`src/rtl/ttc_pkg.sv`:
```
// shared types and constants of the text console cursor controller
`timescale 1ns / 1ps

package ttc_pkg;

  // result command codes
  localparam logic [1:0] CMD_DRAW   = 2'd0;
  localparam logic [1:0] CMD_SCROLL = 2'd1;
  localparam logic [1:0] CMD_CLEAR  = 2'd2;

  // configuration register indexes
  localparam logic REG_TEXT_COLUMNS = 1'b0;
  localparam logic REG_TEXT_ROWS    = 1'b1;

  // reset values of the configuration registers
  localparam logic [7:0] TEXT_COLUMNS_RESET = 8'd80;
  localparam logic [7:0] TEXT_ROWS_RESET    = 8'd25;

  // character codes
  localparam logic [7:0] CHAR_ESC      = 8'h1B;
  localparam logic [7:0] CHAR_LBRACKET = 8'h5B;
  localparam logic [7:0] CHAR_UPPER_J  = 8'h4A;
  localparam logic [7:0] CHAR_UPPER_H  = 8'h48;
  localparam logic [7:0] CHAR_DIGIT_2  = 8'h32;
  localparam logic [7:0] CHAR_SEMI     = 8'h3B;
  localparam logic [7:0] CHAR_CR       = 8'h0D;
  localparam logic [7:0] CHAR_LF       = 8'h0A;
  localparam logic [7:0] CHAR_BS       = 8'h08;
  localparam logic [7:0] CHAR_TAB      = 8'h09;
  localparam logic [6:0] GLYPH_SPACE   = 7'h20;

  // escape sequence phase
  typedef enum logic [1:0] {
    ESC_NONE    = 2'd0,
    ESC_SEEN    = 2'd1,
    ESC_BRACKET = 2'd2,
    ESC_PARAM   = 2'd3
  } ttc_esc_t;

  // commands from the controller to the datapath
  typedef struct packed {
    logic load_char;
    logic decode;
    logic line_step;
    logic draw_step;
    logic emit_scroll;
    logic emit_clear;
  } ttc_ctl_t;

  // status from the datapath to the controller
  typedef struct packed {
    logic out_free;
    logic esc_clear;
    logic is_newline;
    logic wants_draw;
    logic in_escape;
    logic wrap;
    logic scroll;
    logic tab_more;
  } ttc_stat_t;

endpackage

```
`src/rtl/ttc_char_if.sv`:
```
// input channel carrying one console byte per beat
`timescale 1ns / 1ps

interface ttc_char_if;
  logic       valid;
  logic       ready;
  logic [7:0] char_code;

  modport source (output valid, output char_code, input ready);
  modport sink (input valid, input char_code, output ready);
endinterface

```
`src/rtl/ttc_cmd_if.sv`:
```
// output channel carrying one character generator command per beat
`timescale 1ns / 1ps

interface ttc_cmd_if;
  logic       valid;
  logic       ready;
  logic [1:0] command;
  logic [7:0] cell_column;
  logic [7:0] cell_row;
  logic [6:0] glyph_code;
  logic       last;

  modport source (output valid, output command, output cell_column, output cell_row,
                  output glyph_code, output last, input ready);
  modport sink (input valid, input command, input cell_column, input cell_row,
                input glyph_code, input last, output ready);
endinterface

```
`src/rtl/ttc_ctrl.sv`:
```
// sequencing state machine of the text console cursor controller
`timescale 1ns / 1ps

module ttc_ctrl (
  input  logic              clk,
  input  logic              rst,
  input  logic              in_valid,
  output logic              in_ready,
  input  ttc_pkg::ttc_stat_t stat,
  output ttc_pkg::ttc_ctl_t  ctl
);

  typedef enum logic [5:0] {
    ST_IDLE   = 6'b000001,
    ST_DECODE = 6'b000010,
    ST_LINE   = 6'b000100,
    ST_DRAW   = 6'b001000,
    ST_SCROLL = 6'b010000,
    ST_CLEAR  = 6'b100000
  } state_t;

  state_t state;
  state_t state_next;

  always_ff @(posedge clk) begin
    if (rst) begin
      state <= ST_IDLE;
    end else begin
      state <= state_next;
    end
  end

  assign in_ready = (state == ST_IDLE);

  always_comb begin
    state_next = state;
    ctl = '0;
    unique case (state)
      ST_IDLE: begin
        if (in_valid) begin
          ctl.load_char = 1'b1;
          state_next = ST_DECODE;
        end
      end
      ST_DECODE: begin
        ctl.decode = 1'b1;
        priority if (stat.esc_clear) begin
          state_next = ST_CLEAR;
        end else if (stat.in_escape) begin
          state_next = ST_IDLE;
        end else if (stat.is_newline) begin
          state_next = ST_LINE;
        end else if (stat.wants_draw) begin
          state_next = ST_DRAW;
        end else begin
          state_next = ST_IDLE;
        end
      end
      ST_LINE: begin
        ctl.line_step = 1'b1;
        state_next = stat.scroll ? ST_SCROLL : ST_IDLE;
      end
      ST_DRAW: begin
        if (stat.out_free) begin
          ctl.draw_step = 1'b1;
          priority if (stat.wrap && stat.scroll) begin
            state_next = ST_SCROLL;
          end else if (stat.tab_more) begin
            state_next = ST_DRAW;
          end else begin
            state_next = ST_IDLE;
          end
        end
      end
      ST_SCROLL: begin
        if (stat.out_free) begin
          ctl.emit_scroll = 1'b1;
          state_next = ST_IDLE;
        end
      end
      ST_CLEAR: begin
        if (stat.out_free) begin
          ctl.emit_clear = 1'b1;
          state_next = ST_IDLE;
        end
      end
      default: begin
        state_next = ST_IDLE;
      end
    endcase
  end

endmodule

```
`src/rtl/ttc_datapath.sv`:
```
// cursor, escape phase, geometry registers and result register
`timescale 1ns / 1ps

module ttc_datapath #(
  parameter int MAX_TEXT_COLUMNS = 255,
  parameter int MAX_TEXT_ROWS    = 255
) (
  input  logic               clk,
  input  logic               rst,
  input  logic               cfg_we,
  input  logic               cfg_index,
  input  logic [7:0]         cfg_data,
  input  logic [7:0]         char_code,
  input  ttc_pkg::ttc_ctl_t  ctl,
  output ttc_pkg::ttc_stat_t stat,
  ttc_cmd_if.source          out
);

  localparam logic [7:0] MAX_COLS = 8'(MAX_TEXT_COLUMNS);
  localparam logic [7:0] MAX_ROWS = 8'(MAX_TEXT_ROWS);

  logic [7:0]        text_columns;
  logic [7:0]        text_rows;
  logic [7:0]        cursor_column;
  logic [7:0]        cursor_row;
  ttc_pkg::ttc_esc_t escape_phase;
  logic [7:0]        char_q;

  logic [7:0] cols_clamped;
  logic [7:0] rows_clamped;
  logic       is_esc, is_cr, is_lf, is_bs, is_tab, is_print, is_jh;
  logic [8:0] col_inc;
  logic [8:0] row_inc;
  logic       multi_row;
  logic       wrap;
  logic       scroll;
  logic       tab_more;
  logic [7:0] line_row;
  logic [6:0] glyph;

  // register writes: zero reads as one, large values saturate
  always_comb begin
    cols_clamped = cfg_data;
    if (cfg_data == 8'd0) begin
      cols_clamped = 8'd1;
    end else if (cfg_data > MAX_COLS) begin
      cols_clamped = MAX_COLS;
    end
    rows_clamped = cfg_data;
    if (cfg_data == 8'd0) begin
      rows_clamped = 8'd1;
    end else if (cfg_data > MAX_ROWS) begin
      rows_clamped = MAX_ROWS;
    end
  end

  always_ff @(posedge clk) begin
    if (rst) begin
      text_columns <= ttc_pkg::TEXT_COLUMNS_RESET;
      text_rows    <= ttc_pkg::TEXT_ROWS_RESET;
    end else if (cfg_we) begin
      unique case (cfg_index)
        ttc_pkg::REG_TEXT_COLUMNS: text_columns <= cols_clamped;
        ttc_pkg::REG_TEXT_ROWS:    text_rows    <= rows_clamped;
        default: ;
      endcase
    end
  end

  // byte classes
  assign is_esc   = (char_q == ttc_pkg::CHAR_ESC);
  assign is_cr    = (char_q == ttc_pkg::CHAR_CR);
  assign is_lf    = (char_q == ttc_pkg::CHAR_LF);
  assign is_bs    = (char_q == ttc_pkg::CHAR_BS);
  assign is_tab   = (char_q == ttc_pkg::CHAR_TAB);
  assign is_print = !char_q[7] && (char_q[6:5] != 2'b00);
  assign is_jh    = (char_q == ttc_pkg::CHAR_UPPER_J) || (char_q == ttc_pkg::CHAR_UPPER_H);

  // cursor arithmetic
  assign col_inc   = {1'b0, cursor_column} + 9'd1;
  assign row_inc   = {1'b0, cursor_row} + 9'd1;
  assign multi_row = (text_rows > 8'd1);
  assign wrap      = (col_inc >= {1'b0, text_columns});
  assign scroll    = multi_row && (row_inc >= {1'b0, text_rows - 8'd1});
  assign tab_more  = is_tab && !wrap && (col_inc[1:0] != 2'b00);
  assign glyph     = is_print ? char_q[6:0] : ttc_pkg::GLYPH_SPACE;

  always_comb begin
    if (!multi_row) begin
      line_row = 8'd0;
    end else if (scroll) begin
      line_row = text_rows - 8'd2;
    end else begin
      line_row = row_inc[7:0];
    end
  end

  assign stat.out_free   = !out.valid || out.ready;
  assign stat.in_escape  = (escape_phase != ttc_pkg::ESC_NONE);
  assign stat.esc_clear  = (escape_phase != ttc_pkg::ESC_NONE) && is_jh;
  assign stat.is_newline = is_lf;
  assign stat.wants_draw = is_bs || is_tab || is_print;
  assign stat.wrap       = wrap;
  assign stat.scroll     = scroll;
  assign stat.tab_more   = tab_more;

  always_ff @(posedge clk) begin
    if (ctl.load_char) begin
      char_q <= char_code;
    end
  end

  // cursor and escape phase
  always_ff @(posedge clk) begin
    if (rst) begin
      cursor_column <= 8'd0;
      cursor_row    <= 8'd0;
      escape_phase  <= ttc_pkg::ESC_NONE;
    end else begin
      if (ctl.decode) begin
        unique case (escape_phase)
          ttc_pkg::ESC_NONE: begin
            priority if (is_esc) begin
              escape_phase <= ttc_pkg::ESC_SEEN;
            end else if (is_cr) begin
              cursor_column <= 8'd0;
            end else if (is_bs && cursor_column != 8'd0) begin
              cursor_column <= cursor_column - 8'd1;
            end else begin
              escape_phase <= ttc_pkg::ESC_NONE;
            end
          end
          ttc_pkg::ESC_SEEN: begin
            escape_phase <= (char_q == ttc_pkg::CHAR_LBRACKET) ?
                            ttc_pkg::ESC_BRACKET : ttc_pkg::ESC_NONE;
          end
          ttc_pkg::ESC_BRACKET: begin
            escape_phase <= (char_q == ttc_pkg::CHAR_DIGIT_2 ||
                             char_q == ttc_pkg::CHAR_SEMI) ?
                            ttc_pkg::ESC_PARAM : ttc_pkg::ESC_NONE;
          end
          ttc_pkg::ESC_PARAM: begin
            escape_phase <= ttc_pkg::ESC_NONE;
          end
          default: begin
            escape_phase <= ttc_pkg::ESC_NONE;
          end
        endcase
      end
      if (ctl.line_step) begin
        cursor_column <= 8'd0;
        cursor_row    <= line_row;
      end
      if (ctl.draw_step) begin
        if (wrap) begin
          cursor_column <= 8'd0;
          cursor_row    <= line_row;
        end else if (!is_bs) begin
          cursor_column <= col_inc[7:0];
        end
      end
      if (ctl.emit_clear) begin
        cursor_column <= 8'd0;
        cursor_row    <= 8'd0;
      end
    end
  end

  // result register
  always_ff @(posedge clk) begin
    if (rst) begin
      out.valid <= 1'b0;
    end else if (ctl.draw_step || ctl.emit_scroll || ctl.emit_clear) begin
      out.valid <= 1'b1;
    end else if (out.ready) begin
      out.valid <= 1'b0;
    end
  end

  always_ff @(posedge clk) begin
    if (ctl.draw_step) begin
      out.command     <= ttc_pkg::CMD_DRAW;
      out.cell_column <= cursor_column;
      out.cell_row    <= cursor_row;
      out.glyph_code  <= glyph;
      out.last        <= !(wrap && scroll) && !tab_more;
    end else if (ctl.emit_scroll || ctl.emit_clear) begin
      out.command     <= ctl.emit_scroll ? ttc_pkg::CMD_SCROLL : ttc_pkg::CMD_CLEAR;
      out.cell_column <= 8'd0;
      out.cell_row    <= 8'd0;
      out.glyph_code  <= 7'd0;
      out.last        <= 1'b1;
    end
  end

endmodule

```
`src/rtl/text_console_cursor_controller.sv`:
```
// top level of the text console cursor controller
`timescale 1ns / 1ps

// Takes one console byte per beat on char_in and emits character generator
// commands on cmd_out: draw a glyph at a cell, scroll up one text row, or
// clear the screen, with last set on the final command caused by a byte.
// Printable bytes 32..127 draw at the cursor and wrap at text_columns; CR,
// LF, BS and TAB move the cursor (tab stops every 4 columns), and ESC [ 2 J
// or ESC [ H clear the screen and home the cursor. With more than one text
// row, the bottom text row is never written: a new line that reaches it
// scrolls instead. One byte at a time goes through the sequencer: it is
// accepted and decoded, then a newline takes a line step and a printable
// byte, backspace or tab a draw step (a tab one per column up to its tab
// stop), with a trailing scroll when needed. The single result register
// sets the pace of emission: each command waits until the previous one has
// left, and the next byte is accepted while a byte's last command waits.
// Configuration: cfg_we writes cfg_data to register cfg_index (0 columns,
// 1 rows); 0 is taken as 1 and larger values saturate to the maximums.

module text_console_cursor_controller #(
  parameter int MAX_TEXT_COLUMNS = 255,
  parameter int MAX_TEXT_ROWS    = 255
) (
  input  logic       clk,
  input  logic       rst,
  ttc_char_if.sink   char_in,
  ttc_cmd_if.source  cmd_out,
  input  logic       cfg_we,
  input  logic       cfg_index,
  input  logic [7:0] cfg_data
);

  // command and status between sequencer and datapath
  ttc_pkg::ttc_ctl_t  ctl;
  ttc_pkg::ttc_stat_t stat;
  logic               in_ready;

  // the sequencer only takes a byte when it has finished the previous one
  assign char_in.ready = in_ready;

  ttc_ctrl u_ctrl (
    .clk      (clk),
    .rst      (rst),
    .in_valid (char_in.valid),
    .in_ready (in_ready),
    .stat     (stat),
    .ctl      (ctl)
  );

  // cursor, escape phase, geometry registers and the result register
  ttc_datapath #(
    .MAX_TEXT_COLUMNS (MAX_TEXT_COLUMNS),
    .MAX_TEXT_ROWS    (MAX_TEXT_ROWS)
  ) u_datapath (
    .clk       (clk),
    .rst       (rst),
    .cfg_we    (cfg_we),
    .cfg_index (cfg_index),
    .cfg_data  (cfg_data),
    .char_code (char_in.char_code),
    .ctl       (ctl),
    .stat      (stat),
    .out       (cmd_out)
  );

endmodule
```
`src/flat_wrapper.sv`:
```
// flat-port wrapper written by rule: the top's interface ports become plain ports
module text_console_cursor_controller_flat 
#(
  parameter int MAX_TEXT_COLUMNS = 255,
  parameter int MAX_TEXT_ROWS    = 255
)
  (clk, rst, cfg_we, cfg_index, cfg_data, char_in_valid, char_in_char_code, char_in_ready, cmd_out_valid, cmd_out_command, cmd_out_cell_column, cmd_out_cell_row, cmd_out_glyph_code, cmd_out_last, cmd_out_ready);
  ttc_char_if char_in_i ();
  ttc_cmd_if cmd_out_i ();
  input  logic clk;
  input  logic rst;
  input  logic cfg_we;
  input  logic cfg_index;
  input  logic [7:0] cfg_data;
  input wire logic [$bits(char_in_i.valid)-1:0] char_in_valid;
  input wire logic [$bits(char_in_i.char_code)-1:0] char_in_char_code;
  output wire logic [$bits(char_in_i.ready)-1:0] char_in_ready;
  output wire logic [$bits(cmd_out_i.valid)-1:0] cmd_out_valid;
  output wire logic [$bits(cmd_out_i.command)-1:0] cmd_out_command;
  output wire logic [$bits(cmd_out_i.cell_column)-1:0] cmd_out_cell_column;
  output wire logic [$bits(cmd_out_i.cell_row)-1:0] cmd_out_cell_row;
  output wire logic [$bits(cmd_out_i.glyph_code)-1:0] cmd_out_glyph_code;
  output wire logic [$bits(cmd_out_i.last)-1:0] cmd_out_last;
  input wire logic [$bits(cmd_out_i.ready)-1:0] cmd_out_ready;
  assign char_in_i.valid = char_in_valid;
  assign char_in_i.char_code = char_in_char_code;
  assign char_in_ready = char_in_i.ready;
  assign cmd_out_valid = cmd_out_i.valid;
  assign cmd_out_command = cmd_out_i.command;
  assign cmd_out_cell_column = cmd_out_i.cell_column;
  assign cmd_out_cell_row = cmd_out_i.cell_row;
  assign cmd_out_glyph_code = cmd_out_i.glyph_code;
  assign cmd_out_last = cmd_out_i.last;
  assign cmd_out_i.ready = cmd_out_ready;
  text_console_cursor_controller #(.MAX_TEXT_COLUMNS(MAX_TEXT_COLUMNS), .MAX_TEXT_ROWS(MAX_TEXT_ROWS)) u_core (.clk(clk), .rst(rst), .char_in(char_in_i), .cmd_out(cmd_out_i), .cfg_we(cfg_we), .cfg_index(cfg_index), .cfg_data(cfg_data));
endmodule
```
`config.mk`:
```
export PLATFORM = sky130hd
export DESIGN_NAME = text_console_cursor_controller_flat
export DESIGN_NICKNAME = d
export VERILOG_FILES = /design/src/rtl/ttc_pkg.sv /design/src/rtl/ttc_char_if.sv /design/src/rtl/ttc_cmd_if.sv /design/src/rtl/ttc_ctrl.sv /design/src/rtl/ttc_datapath.sv /design/src/rtl/text_console_cursor_controller.sv /design/src/flat_wrapper.sv
export SDC_FILE = /design/constraint.sdc
export NUM_CORES = 1
export LEC_CHECK = 0
export BUFFER_PORTS_ARGS = -buffer_cell sky130_fd_sc_hd__buf_2
export CAP_MARGIN = 20
export CELL_PAD_IN_SITES_DETAIL_PLACEMENT = 0
export CELL_PAD_IN_SITES_GLOBAL_PLACEMENT = 1
export CORE_ASPECT_RATIO = 0.7
export CORE_MARGIN = 1.5
export CORE_UTILIZATION = 45
export DETAILED_ROUTE_END_ITERATION = 7
export MAX_ROUTING_LAYER = met4
export PLACE_DENSITY_LB_ADDON = 0.15
export SETUP_SLACK_MARGIN = 0.05
export SLEW_MARGIN = 20
export SYNTH_ARGS = -nofsm -noshare
export SYNTH_HDL_FRONTEND = slang
export SYNTH_SLANG_ARGS = --single-unit
```
`constraint.sdc`:
```
create_clock -name clk -period 3.5 [get_ports clk]
set_input_delay 0.175 -clock clk [delete_from_list [all_inputs] [get_ports clk]]
set_output_delay 0.175 -clock clk [all_outputs]
set_load 0.02 [all_outputs]
```
==> flow_results.org <==
** Critical path
- In this run the critical register-to-register path is captured at u_core.u_datapath.cursor_row[7]$_SDFF_PP0_.
- Across all register-to-register paths, the minimum setup slack is 0.32 ns.
- Setup CP Type :: reg -> reg
- In this run the worst path has a maximum fanout of 9.
- Launch instance of the worst register-to-register path :: u_core.u_datapath.cursor_row[0]$_SDFF_PP0_
- STA classifies the critical path endpoint as a flip-flop.
- Worst Reg2Reg Path Length in Cells :: 10
- STA puts the critical path data arrival time at 3.41 ns.
- CP required :: 3.73 ns
- STA classifies the critical path startpoint as a flip-flop.

** Place
- HPWL Detailed :: 8030 um
- Final estimated routing congestion in global placement :: 0.912
- Prior to clock tree synthesis, the placed netlist has a worst setup slack of 0.417 ns.
- Port buffer count :: 49

** Power
- Cell internal power was estimated by the tool at 1.63 mW.
- The share of total power dissipated in combinational logic is 0.126.
- Of the total power, registers draw 0.457.
- Switching power :: 576 uW
- Cell area power density :: 431 nW/um2
- Largest voltage drop on the vdd net :: 0.222 mV
- The share of total power dissipated in the clock network is 0.418.
- Net switching share of the total power :: 0.261
- Leakage component of the power :: 2.02 nW

** Floorplanning
- Measured along the y axis, the die boundary spans 86.7 um.
- Horiz. Die Dim :: 123 um
- For this configuration, the core starts out at a cell density of 0.463.
- Pin placement for this block handled 50 I/O pins.
- Standard cell core area :: 9720 um2
- Die Outline Area :: 10600 um2
- The floorplan has 30 rows.

** Drt
- Post-DRT Antenna Nets :: 0
- Via Count :: 3625
- After detailed routing, the number of remaining DRC violations is 0.
- Average vias per placed instance :: 5.48
- The routed design has 11000 um of wire.
- Pre-antenna DRT Iters :: 4
- Violation count after the first detailed-route iteration :: 320
- Routed length per placed instance :: 16.6 um

** Min path
- The worst hold path terminates at u_core.u_datapath.char_q[1]$_DFFE_PP_.
- Along the worst hold path, the cell count comes to 1.
- Worst hold start :: char_in_char_code[1]
- Worst hold path type :: in -> reg

** Timing
- On the final layout, the worst clock skew is 0.00725 ns.
- Setup Viol. Count Final :: 0
- After layout, the worst setup slack is 0.323 ns.
- Worst-Margin Slew :: 0.683 ns
- Worst Hold Slack :: 0.0120 ns
- For this run, the top clock speed supported by timing is 315 MHz.
- Setup repair after global routing left no endpoint under its margin.
- Fin. Hold Viols :: 0
- In the final timing run, aggregate negative setup slack is 0 ns.
- Post-route fraction of the period consumed by the critical path :: 0.908
- The clock period could shrink to 3.18 ns.
- The worst pin sits at a relative slew slack of 0.543.
- Max Slew Vio Count :: 0

** Synthesis
- In this run the cell area of the synthesized design comes to 4500 um2.
- Yosys mapped a number of flops with a built-in enable equal to 32.
- The number of nets handed over by synthesis was 529.
- Cell taking the most area after synthesis :: edfxtp_1
- Cell types occupying the most area after synthesis :: edfxtp_1 (21%), dfxtp_1 (19%), ha_1 (6.4%), nand2_1 (4.6%), nor2_1 (3.6%)
- For this run, the register share of the synthesized area comes to 0.405.
- Ranked by instance count, the synthesized netlist is headed by nand2_1 (55), dfxtp_1 (43), nor2_1 (43), edfxtp_1 (32), ha_1 (23).
- Synthesized area divided by synthesized cell count :: 9.30 um2
- Most frequent cell after synthesis :: nand2_1
- Yosys printed 0 warnings.
- Of the post-synthesis cell area, the dominant cell type holds 0.214.
- The netlist uses 69 different library cells.
- Register bit count reported by yosys :: 75
- The most used flip-flop cell after synthesis is dfxtp_1.
- Proportion of synthesized flip-flops having asynchronous set or reset :: 0
- Counting every instance in the synthesized netlist gives 484.

** CTS
- In this run, CTS created clock tree buffers numbering 9.
- The clock passes through at most 2 buffers.
- Clock-pin transition on the worst setup and hold timing paths :: 0.06 ns
- Count of clock tree sinks :: 75
- Clock tree from TritonCTS :: yes
- Number of instances resized during post-cts repair :: 0
- Clock insertion delay at the later pin of the skew report :: 0.34 ns
- The clock tree synthesis step divided the H-tree into 3 levels.
- CTS Root Cell :: clkbuf_16

** Finish
- Fin util :: 0.527
- The final layout contains 574 nets.
- Relative to the synthesized area, the layout overhead comes to 13.8%.
- The filler cells instantiated in the layout total 934.
- Antenna Cells :: 0
- Fraction of layout instances using a drive strength above 1 :: 0.157

** Global routing
- The first global-routing pass estimated 17800 um of wire.
- The initial antenna violation count is 0.
- Summed over all layers, the global routing overflow is 0.
- GRT Util Overall :: 0.226
- Vias in the first global route :: 3348
- Entering global routing, the biggest net connects 27 pins.

** Job
- Count of max-cap constraint violations :: 0

** Outcome
- The run finished with clean final reports.
-- registers in the layout, summed over array words and instances, names as in the netlist, 2 cells and up --
signal and flops:
u_core.u_datapath.cursor_row 8, u_core.u_datapath.out.cell_row 8, u_core.u_datapath.out.command 2, u_core.u_datapath.char_q 8
u_core.u_datapath.text_rows 8, u_core.u_ctrl.state 6, u_core.u_datapath.escape_phase 2, u_core.u_datapath.text_columns 8
u_core.u_datapath.out.glyph_code 7, u_core.u_datapath.out.cell_column 8, u_core.u_datapath.cursor_column 8
-- layout make-up --
cell class	count	area (um2)	area share
Clock buffer	14	254	0.0496
Clock inverter	2	35.0	0.00684
Inverter	16	60.1	0.0117
Multi-Input combinational cell	370	2470	0.483
Sequential cell	75	1820	0.356
Tap cell	128	160	0.0313
Timing Repair Buffer	57	315	0.0616
-- metrics by stage --
stage               instances  cell area, um2  power [mW]
finish                    662            5120        2.21
global route              662            5120        2.31
CTS                       662            5120        2.22
detailed placement        642            4790        1.30
global placement          642            4790        1.29
floorplan                 484            4500        1.22
-- routing by layer --
layer	GRT usage	wire (um)	vias to the layer above
met4	0.0560	110	0
met5	-	0	-
met2	0.294	4290	67
met3	0.0500	591	13
met1	0.345	5970	1705
li1	-	-	1840
-- cell usage in the layout, fill, tap and decap left out, types with 5 or more instances in the layout --
master     count
a211oi_1       8
a21oi_1       22
a22o_1         5
and2_1        22
and3_1         6
buf_2         49
clkbuf_16      9
dfxtp_1       43
edfxtp_1      32
ha_1          23
inv_1         16
nand2_1       55
nand2b_1       6
nand3_1       21
nand4_1        8
nor2_1        42
nor2b_1        8
nor3_1        12
nor4_1         7
o21ai_0       16
xnor2_1       15
xor2_1        14
-- power groups by stage --
stage | logic, mW | clock network (mW) | registers, mW
6_report | 0.278 | 0.921 | 1.01
5_1_grt | 0.310 | 0.980 | 1.01
4_1_cts | 0.277 | 0.940 | 1.01
3_5_place_dp | 0.271 | 0 | 1.03
3_3_place_gp | 0.267 | 0 | 1.02
2_1_floorplan | 0.213 | 0 | 1.01
-- cell families after synthesis --
logic type / count (synthesis) / share of synthesized area
compound gates: 95 / 0.147
xor+xnor: 29 / 0.0565
fa+ha+maj: 23 / 0.0640
buf+inv: 39 / 0.0456
flops: 75 / 0.405
mux: 8 / 0.0200
simple gates: 215 / 0.262
-- worst max path at each step --
stage | from | to | slack, ns | depth (start not counted)
2_1_floorplan | u_core.u_datapath.text_rows[1]$_SDFFE_PP0P_ | u_core.u_datapath.cursor_row[7]$_SDFF_PP0_ | 0.72 | 12
3_3_place_gp | u_core.u_datapath.text_rows[1]$_SDFFE_PP0P_ | u_core.u_datapath.cursor_row[7]$_SDFF_PP0_ | 0.49 | 12
3_5_place_dp | u_core.u_datapath.cursor_row[0]$_SDFF_PP0_ | u_core.u_datapath.cursor_row[7]$_SDFF_PP0_ | 0.42 | 10
4_1_cts | u_core.u_datapath.cursor_row[0]$_SDFF_PP0_ | u_core.u_datapath.cursor_row[7]$_SDFF_PP0_ | 0.33 | 10
6_report | u_core.u_datapath.cursor_row[0]$_SDFF_PP0_ | u_core.u_datapath.cursor_row[7]$_SDFF_PP0_ | 0.32 | 10
5_1_grt | u_core.u_datapath.cursor_row[0]$_SDFF_PP0_ | u_core.u_datapath.cursor_row[7]$_SDFF_PP0_ | 0.1 | 10
-- worst max-delay path, cell delays in order, from the launching register on --
cell	delay (ns)
dfxtp_1	0.47
ha_1	0.33
nand3_1	0.12
xnor2_1	0.24
ha_1	0.29
a211oi_1	0.26
o21bai_1	0.14
and2_0	0.27
o21ai_4	0.37
mux2_1	0.36
a22o_1	0.23
-- what timing repair did --
action                                 4_1_cts  5_1_grt
hold buffers                                 4        0
endpoints found under the hold margin        4        0
buffers inserted                             0        0
Power figures use the tool's default switching activity.
